--- src/dersig_pkg.sv ---
package dersig_pkg;

  localparam int unsigned MAX_SIG_BYTES = 72;
  localparam int unsigned MIN_SIG_BYTES = 8;
  localparam int unsigned MAX_INT_BYTES = 33;

  localparam logic [7:0] TAG_SEQUENCE = 8'h30;
  localparam logic [7:0] TAG_INTEGER  = 8'h02;
  localparam logic [7:0] SIGN_BIT     = 8'h80;

  // secp256k1 group order and (order-1)/2, most significant byte first
  localparam logic [255:0] ORDER_G =
    256'hFFFFFFFFFFFFFFFFFFFFFFFFFFFFFFFEBAAEDCE6AF48A03BBFD25E8CD0364141;
  localparam logic [255:0] HALF_G =
    256'h7FFFFFFFFFFFFFFFFFFFFFFFFFFFFFFF5D576E7357A4501DDFE92F46681B20A0;

  typedef enum logic [1:0] {
    VERDICT_INVALID   = 2'd0,
    VERDICT_CANONICAL = 2'd1,
    VERDICT_FULL      = 2'd2
  } verdict_t;

  // one accepted input word
  typedef struct packed {
    logic [7:0] sig_byte;
    logic       final_byte;
  } dersig_word_t;

  // handshake between input stage and parser
  typedef struct packed {
    logic         valid;
    dersig_word_t word;
  } dersig_fwd_t;

  // byte idx (0..32) of a 256-bit constant viewed as 33 bytes with a zero top byte
  function automatic logic [7:0] const_byte(input logic [255:0] k, input logic [5:0] idx);
    logic [4:0] pos;
    logic [7:0] res;
    pos = 5'(6'd32 - idx);
    res = 8'h00;
    if (idx != 6'd0 && idx <= 6'd32) begin
      res = k[{pos, 3'b000} +: 8];
    end
    return res;
  endfunction

endpackage

--- src/dersig_in_stage.sv ---
module dersig_in_stage (
  input  logic                    clk,
  input  logic                    rst_n,
  input  logic                    in_tvalid,
  output logic                    in_tready,
  input  logic [7:0]              in_tdata,
  input  logic                    in_tlast,
  input  logic                    take,
  output dersig_pkg::dersig_fwd_t fwd
);
  import dersig_pkg::*;

  logic         valid_r;
  logic         valid_nxt;
  dersig_word_t word_r;

  assign in_tready = !valid_r || take;
  assign valid_nxt = (in_tvalid && in_tready) ? 1'b1 : (take ? 1'b0 : valid_r);

  always_ff @(posedge clk) begin
    if (!rst_n) begin
      valid_r <= 1'b0;
    end else begin
      valid_r <= valid_nxt;
    end
  end

  always_ff @(posedge clk) begin
    if (in_tvalid && in_tready) begin
      word_r.sig_byte   <= in_tdata;
      word_r.final_byte <= in_tlast;
    end
  end

  assign fwd.valid = valid_r;
  assign fwd.word  = word_r;

endmodule

--- src/dersig_parse.sv ---
module dersig_parse (
  input  logic                    clk,
  input  logic                    rst_n,
  input  dersig_pkg::dersig_fwd_t fwd,
  input  logic                    out_free,
  output logic                    take,
  output logic                    res_valid,
  output dersig_pkg::verdict_t    res_verdict
);
  import dersig_pkg::*;

  typedef enum logic [2:0] {
    PH_HDR  = 3'd0,
    PH_LEN  = 3'd1,
    PH_RTAG = 3'd2,
    PH_RLEN = 3'd3,
    PH_RVAL = 3'd4,
    PH_STAG = 3'd5,
    PH_SLEN = 3'd6,
    PH_SVAL = 3'd7
  } phase_t;

  typedef enum logic [1:0] {
    CMP_EQ = 2'd0,
    CMP_LT = 2'd1,
    CMP_GT = 2'd2
  } cmp_t;

  phase_t     phase_r, phase_nxt;
  logic [6:0] pos_r, pos_nxt;
  logic [7:0] decl_r, decl_nxt;
  logic [5:0] plen_r, plen_nxt;
  logic [5:0] left_r, left_nxt;
  logic [7:0] lead_r, lead_nxt;
  cmp_t       rcmp_r, rcmp_nxt;
  cmp_t       scmp_r, scmp_nxt;
  cmp_t       hcmp_r, hcmp_nxt;
  logic       err_r, err_nxt;

  logic [7:0] b;
  logic [5:0] k;
  logic [5:0] idx;
  logic [7:0] og_byte;
  logic [7:0] hg_byte;
  logic       ok;
  logic [8:0] decl_plus2;

  assign take = fwd.valid && (!fwd.word.final_byte || out_free);
  assign b    = fwd.word.sig_byte;
  assign k    = plen_r - left_r;
  assign idx  = 6'(6'd33 - plen_r + k);
  assign og_byte = const_byte(ORDER_G, idx);
  assign hg_byte = const_byte(HALF_G, idx);

  function automatic cmp_t cmp_step(input cmp_t st, input logic [7:0] v, input logic [7:0] c);
    cmp_t res;
    res = st;
    if (st == CMP_EQ) begin
      if (v < c) res = CMP_LT;
      else if (v > c) res = CMP_GT;
    end
    return res;
  endfunction

  // one byte through the DER parser
  always_comb begin
    phase_nxt = phase_r;
    pos_nxt   = pos_r;
    decl_nxt  = decl_r;
    plen_nxt  = plen_r;
    left_nxt  = left_r;
    lead_nxt  = lead_r;
    rcmp_nxt  = rcmp_r;
    scmp_nxt  = scmp_r;
    hcmp_nxt  = hcmp_r;
    err_nxt   = err_r;

    if (pos_r <= 7'(MAX_SIG_BYTES)) begin
      pos_nxt = pos_r + 7'd1;
    end
    if (pos_nxt > 7'(MAX_SIG_BYTES)) begin
      err_nxt = 1'b1;
    end

    if (!err_nxt) begin
      case (phase_r)
        PH_HDR: begin
          if (b != TAG_SEQUENCE) err_nxt = 1'b1;
          phase_nxt = PH_LEN;
        end
        PH_LEN: begin
          decl_nxt  = b;
          phase_nxt = PH_RTAG;
        end
        PH_RTAG, PH_STAG: begin
          if (b != TAG_INTEGER) err_nxt = 1'b1;
          phase_nxt = (phase_r == PH_RTAG) ? PH_RLEN : PH_SLEN;
        end
        PH_RLEN, PH_SLEN: begin
          if (b < 8'd1 || b > 8'(MAX_INT_BYTES)) begin
            err_nxt = 1'b1;
          end else begin
            plen_nxt = b[5:0];
            left_nxt = b[5:0];
            if (phase_r == PH_RLEN) begin
              rcmp_nxt = (b == 8'(MAX_INT_BYTES)) ? CMP_EQ : CMP_LT;
            end else begin
              scmp_nxt = (b == 8'(MAX_INT_BYTES)) ? CMP_EQ : CMP_LT;
              hcmp_nxt = (b == 8'(MAX_INT_BYTES)) ? CMP_EQ : CMP_LT;
            end
          end
          phase_nxt = (phase_r == PH_RLEN) ? PH_RVAL : PH_SVAL;
        end
        PH_RVAL, PH_SVAL: begin
          if (phase_r == PH_SVAL && left_r == 6'd0) begin
            // trailing byte after the second integer
            err_nxt = 1'b1;
          end else begin
            if (k == 6'd0) begin
              if ((b & SIGN_BIT) != 8'h00) err_nxt = 1'b1;
              if (b == 8'h00 && plen_r == 6'd1) err_nxt = 1'b1;
              lead_nxt = b;
            end else if (k == 6'd1) begin
              // padding byte only allowed before a set sign bit
              if (lead_r == 8'h00 && (b & SIGN_BIT) == 8'h00) err_nxt = 1'b1;
            end
            if (phase_r == PH_SVAL) begin
              scmp_nxt = cmp_step(scmp_r, b, og_byte);
              hcmp_nxt = cmp_step(hcmp_r, b, hg_byte);
            end else begin
              rcmp_nxt = cmp_step(rcmp_r, b, og_byte);
            end
            left_nxt = left_r - 6'd1;
            if (phase_r == PH_RVAL && left_nxt == 6'd0) begin
              phase_nxt = PH_STAG;
            end
          end
        end
        default: begin
          err_nxt = 1'b1;
        end
      endcase
    end
  end

  assign decl_plus2 = {1'b0, decl_nxt} + 9'd2;

  always_comb begin
    ok = !err_nxt
      && pos_nxt >= 7'(MIN_SIG_BYTES)
      && pos_nxt <= 7'(MAX_SIG_BYTES)
      && decl_plus2 == {2'b00, pos_nxt}
      && phase_nxt == PH_SVAL
      && left_nxt == 6'd0
      && rcmp_nxt == CMP_LT
      && scmp_nxt == CMP_LT;
    if (!ok) begin
      res_verdict = VERDICT_INVALID;
    end else if (hcmp_nxt == CMP_GT) begin
      res_verdict = VERDICT_CANONICAL;
    end else begin
      res_verdict = VERDICT_FULL;
    end
  end

  assign res_valid = take && fwd.word.final_byte;

  always_ff @(posedge clk) begin
    if (!rst_n || res_valid) begin
      phase_r <= PH_HDR;
      pos_r   <= 7'd0;
      decl_r  <= 8'd0;
      plen_r  <= 6'd0;
      left_r  <= 6'd0;
      lead_r  <= 8'd0;
      rcmp_r  <= CMP_EQ;
      scmp_r  <= CMP_EQ;
      hcmp_r  <= CMP_EQ;
      err_r   <= 1'b0;
    end else if (take) begin
      phase_r <= phase_nxt;
      pos_r   <= pos_nxt;
      decl_r  <= decl_nxt;
      plen_r  <= plen_nxt;
      left_r  <= left_nxt;
      lead_r  <= lead_nxt;
      rcmp_r  <= rcmp_nxt;
      scmp_r  <= scmp_nxt;
      hcmp_r  <= hcmp_nxt;
      err_r   <= err_nxt;
    end
  end

  a_restart: assert property (@(posedge clk) disable iff (!rst_n)
    res_valid |=> (phase_r == PH_HDR && pos_r == 7'd0 && !err_r))
    else $error("parser did not restart after a verdict");

  a_pos_sat: assert property (@(posedge clk) disable iff (!rst_n)
    pos_r <= 7'(MAX_SIG_BYTES + 1))
    else $error("byte counter past saturation");

  a_overlong_err: assert property (@(posedge clk) disable iff (!rst_n)
    (pos_r > 7'(MAX_SIG_BYTES)) |-> err_r)
    else $error("overlong signature without error flag");

  a_left_bound: assert property (@(posedge clk) disable iff (!rst_n)
    left_r <= plen_r)
    else $error("value bytes left exceed integer length");

endmodule

--- src/der_ecdsa_signature_canonicality_top.sv ---
// a verdict word is registered on out_* when the parser takes the final byte from the input register
// throughput: one signature byte per cycle, sustained while no verdict is stalled, set by the single-pass byte parser
// a final byte waits in the input register only while a previous verdict is still stalled
// reset: synchronous active-low rst_n; empties both registers and returns the parser
// to the sequence header with all counters and compare states cleared
module der_ecdsa_signature_canonicality_top (
  input  logic       clk,
  input  logic       rst_n,
  input  logic       in_tvalid,
  output logic       in_tready,
  input  logic [7:0] in_tdata,   // [7:0] sig_byte
  input  logic       in_tlast,   // final_byte
  output logic       out_tvalid,
  input  logic       out_tready,
  output logic [7:0] out_tdata   // [1:0] verdict, [7:2] zero
);
  import dersig_pkg::*;

  dersig_fwd_t fwd;
  logic        take;
  logic        out_free;
  logic        res_valid;
  verdict_t    res_verdict;

  logic        out_valid_r;
  logic        out_valid_nxt;
  verdict_t    verdict_r;

  // input register: decouples the byte stream from the parser
  dersig_in_stage u_in (
    .clk       (clk),
    .rst_n     (rst_n),
    .in_tvalid (in_tvalid),
    .in_tready (in_tready),
    .in_tdata  (in_tdata),
    .in_tlast  (in_tlast),
    .take      (take),
    .fwd       (fwd)
  );

  // parser state and per-byte checks; a verdict comes out with the final byte
  dersig_parse u_parse (
    .clk         (clk),
    .rst_n       (rst_n),
    .fwd         (fwd),
    .out_free    (out_free),
    .take        (take),
    .res_valid   (res_valid),
    .res_verdict (res_verdict)
  );

  // result register: free when empty or being drained this cycle
  assign out_free      = !out_valid_r || out_tready;
  assign out_valid_nxt = res_valid ? 1'b1 : (out_tready ? 1'b0 : out_valid_r);

  always_ff @(posedge clk) begin
    if (!rst_n) begin
      out_valid_r <= 1'b0;
    end else begin
      out_valid_r <= out_valid_nxt;
    end
  end

  always_ff @(posedge clk) begin
    if (res_valid) begin
      verdict_r <= res_verdict;
    end
  end

  assign out_tvalid = out_valid_r;
  assign out_tdata  = {6'd0, verdict_r};

  a_no_overwrite: assert property (@(posedge clk) disable iff (!rst_n)
    (out_valid_r && !out_tready) |-> !res_valid)
    else $error("verdict overwritten while stalled");

  a_verdict_code: assert property (@(posedge clk) disable iff (!rst_n)
    out_valid_r |-> (verdict_r == VERDICT_INVALID || verdict_r == VERDICT_CANONICAL
                     || verdict_r == VERDICT_FULL))
    else $error("verdict code out of range");

  a_final_needs_room: assert property (@(posedge clk) disable iff (!rst_n)
    (fwd.valid && fwd.word.final_byte && !out_free) |-> !take)
    else $error("final byte consumed without room for its verdict");

endmodule

--- config.mk ---
export PLATFORM = sky130hd
export DESIGN_NAME = der_ecdsa_signature_canonicality_top
export DESIGN_NICKNAME = d
export VERILOG_FILES = /design/src/dersig_pkg.sv /design/src/dersig_in_stage.sv /design/src/dersig_parse.sv /design/src/der_ecdsa_signature_canonicality_top.sv
export SDC_FILE = /design/constraint.sdc
export NUM_CORES = 1
export LEC_CHECK = 0
export ABC_AREA = 1
export BUFFER_PORTS_ARGS = -buffer_cell sky130_fd_sc_hd__buf_2
export CORE_MARGIN = 2
export CORE_UTILIZATION = 40
export CTS_CLUSTER_DIAMETER = 30
export DETAILED_ROUTE_END_ITERATION = 10
export HOLD_SLACK_MARGIN = 0.15
export PLACE_DENSITY_LB_ADDON = 0.15
export SKIP_CTS_REPAIR_TIMING = 1
export SYNTH_ARGS = -nofsm -noshare
export SYNTH_HDL_FRONTEND = slang
export SYNTH_SLANG_ARGS = --single-unit
--- constraint.sdc ---
create_clock -name clk -period 5.25 [get_ports clk]
set_input_delay 1.05 -clock clk [delete_from_list [all_inputs] [get_ports clk]]
set_output_delay 1.05 -clock clk [all_outputs]
set_load 0.1 [all_outputs]
==> flow_metrics.py <==
metrics = {
    "synthesis": {
        "synth_most_common_cell": "nand2_1",
        "synthTopCellsByArea": "dfxtp_1, nand2_1, ha_1",
        "synthTopCellsByCount": "nand2_1, inv_1, nor2_1",
        "yosys_warnings": 0,
        "synthesis.area_um2": 5130,
        "synthCells": 793,
        "synth_edf_count": 11,
        "syn_avg_cell_area_um2": 6.46,
        "synth-async-reset-ratio_pct": 0,
        "synth.distinct_cells": 48,
        "yosysTopAreaCell": "dfxtp_1",
        "yosysSeqAreaShare_pct": 24.8,
        "synth_top_area_share_pct": 18.4,
        "ys_seq_elements": 58,
        "ys.flop_type": "dfxtp_1",
    },
    "worst_setup_path": {
        "critPathCaptureType": "flip-flop",
        "r2r-start": "u_parse.plen_r[0]",
        "slowest_stage": "fa_1",
        "regToRegSetupSlack_ns": -0.28,
        "cpMostUsedCell": "nand2_1",
        "critPathArrivalTime_ns": 5.74,
        "crit_path_max_incr_delay_ns": 0.58,
        "crit_start": "u_parse.plen_r[0]",
        "critPathKind": "flip-flop to flip-flop",
        "cp_max_fo": 4,
        "start_kind": "flip-flop",
        "critPathRequiredTime_ns": 5.46,
    },
    "min_path": {
        "hp-start": "u_parse.decl_r[2]",
        "hp-class": "flip-flop to flip-flop",
    },
    "placement": {
        "placed_area_um2": 5540,
        "place_congestion": 0.964,
        "port-buffer-count": 16,
        "dp_hpwl_um": 11000,
        "place_ws_ns": -0.198,
    },
    "routing": {
        "drc": 0,
        "drtIter0Drc": 459,
        "vias": 5278,
        "drtAntennaViolNets": 0,
        "wire_per_inst_um": 14.6,
        "drt_wl_total_um": 14900,
        "dr.pass1.iters": 7,
        "via_per_inst": 5.19,
    },
    "job": {
        "max_cap_violations": 0,
    },
    "cts": {
        "clock_tree.root_cell": "clkbuf_16",
        "cts.sinks": 58,
        "clk_pin_slew_ns": 0.06,
        "cts_tree": "yes",
        "clock_latency_ns": 0.35,
        "htree_levels": 3,
        "numCtsBuffers": 9,
        "cts_max_path_buffers": 2,
    },
    "floorplan": {
        "dieArea_um2": 13700,
        "initial_core_util_pct": 40.8,
        "coreArea_um2": 12600,
        "rows": 41,
        "die-width_um": 117,
        "die-height_um": 117,
        "io_pins": 23,
    },
    "pwr": {
        "p_leak_nw": 2.95,
        "ir_drop_mv": 0.318,
        "powerDensity_nw_per_um2": 383,
        "power_mw": 2.33,
    },
    "timing": {
        "fin_worst_skew_ns": 0.00646,
        "fin_crit_ns": 5.53,
        "maxSlewViolCount": 0,
        "post-route-period-util_pct": 105,
        "max_freq_mhz": 181,
        "whs_ns": 0.478,
        "final-hold-violation-count": 0,
        "setup_viol": 2,
        "tightest_slew_ns": 0.878,
        "rsz0062_at_grt": "true",
        "worst_slack_ns": -0.282,
        "slew_headroom_pct": 41.4,
    },
    "layout": {
        "fin_util_pct": 48.5,
        "fin_area_um2": 6100,
        "drive_gt1_share_pct": 16.0,
        "nets": 897,
        "n_fill_cell": 1264,
        "diodes": 0,
        "syn_to_final_growth_pct": 19.0,
    },
    "global_routing": {
        "grt_max_degree": 35,
        "antenna_found_initial": 0,
        "grt_overflow": 0,
        "grt_pass1_vias": 4816,
        "groute.usage.overall_pct": 22.6,
        "grt_pass1_wl_um": 24000,
    },
    "outcome": {
        "status": "finished, violations left",
        "violations": "negative setup slack",
    },
}
where the power goes:
group          total (mW)  internal (mW)  switching, mW
clock               0.660          0.419          0.241
sequential          0.498          0.474         0.0246
combinational        1.18          0.507          0.668
placed cells by master, fill, tap and decap left out, types with 3 or more instances in the layout:
master       n
clkbuf_16    9
edfxtp_1    11
nor4_1       5
xor2_1      10
nand3b_1     5
conb_1       6
inv_2        9
o211ai_1    13
o21ai_2      5
ha_1        39
nor3_1       3
buf_4       36
a211oi_1     3
a21oi_1     57
o21a_1       3
a31oi_1      3
o21ai_1      8
nand2_2      6
dfxtp_1     45
buf_2       16
inv_1      102
nor2_1      63
o21ai_0     50
nand2_4      5
nor2_2       8
nand4_1     13
inv_4        4
nand3_1     61
nand2_1    195
worst paths after layout:
path	endpoint	cells after the start
setup / recovery	verdict_r[0]	37
setup reg to reg	verdict_r[0]	37
hold reg to reg	u_parse.decl_r[2]	2
hold / removal	u_parse.decl_r[2]	2
state kept, by name (all words and copies together), names as in the netlist:
signal,cells
u_parse.scmp_r,2
u_parse.phase_r,3
out_tvalid,1
u_parse.hcmp_r,2
u_parse.decl_r,8
verdict_r,2
u_parse.plen_r,6
u_parse.left_r,6
u_parse.rcmp_r,2
u_parse.err_r,1
u_in.valid_r,1
u_parse.pos_r,7
u_parse.lead_r,8
u_in.fwd,9
layout make-up:
type / instances / area, um^2 / share of cell area [%]
multi-input cells: 600 / 3460 / 56.7
repair buffers: 54 / 373 / 6.11
clock inverters: 7 / 101 / 1.66
inverters: 117 / 450 / 7.39
clock buffers: 9 / 225 / 3.69
flip-flops and latches: 58 / 1270 / 20.9
well taps: 172 / 215 / 3.53
routing by layer:
metal	vias to the layer above	track usage, %	routed length (um)
met2	142	36.0	6760
met1	2407	30.9	7020
met3	24	5.30	837
met5	-	0	0
met4	0	5.73	261
li1	2705	-	-
critical path, delay by kind of cell (launching register included):
| kind | cells | cell delay (ns) |
|---|---|---|
| adder cells (fa/ha/maj) | 6 | 2.05 |
| AND/OR/NAND/NOR | 17 | 1.50 |
| AO/OA/AOI/OAI | 4 | 0.79 |
| buffers and inverters | 10 | 0.71 |
| flip-flops | 1 | 0.32 |
cells by family (layout without fill, tap and decap cells):
family	count (synthesis)	count (layout)	synth area share, %
AND/OR/NAND/NOR	376	376	32.6
AO/OA/AOI/OAI	158	158	17.4
buffers and inverters	140	187	11.2
flip-flops	58	58	24.8
adder cells (fa/ha/maj)	44	44	11.0
XOR/XNOR	15	15	2.71
other	1	6	0.0732
multiplexers	1	1	0.195
through the flow:
step,setup TNS [ns],instances
after floorplan,0,798
after global placement,-0.242,994
after detailed placement,-0.386,994
after CTS,-0.482,1010
after global routing,-1.77,1017
final,-0.557,1017
Note: power is estimated with default switching activity, not from simulation.
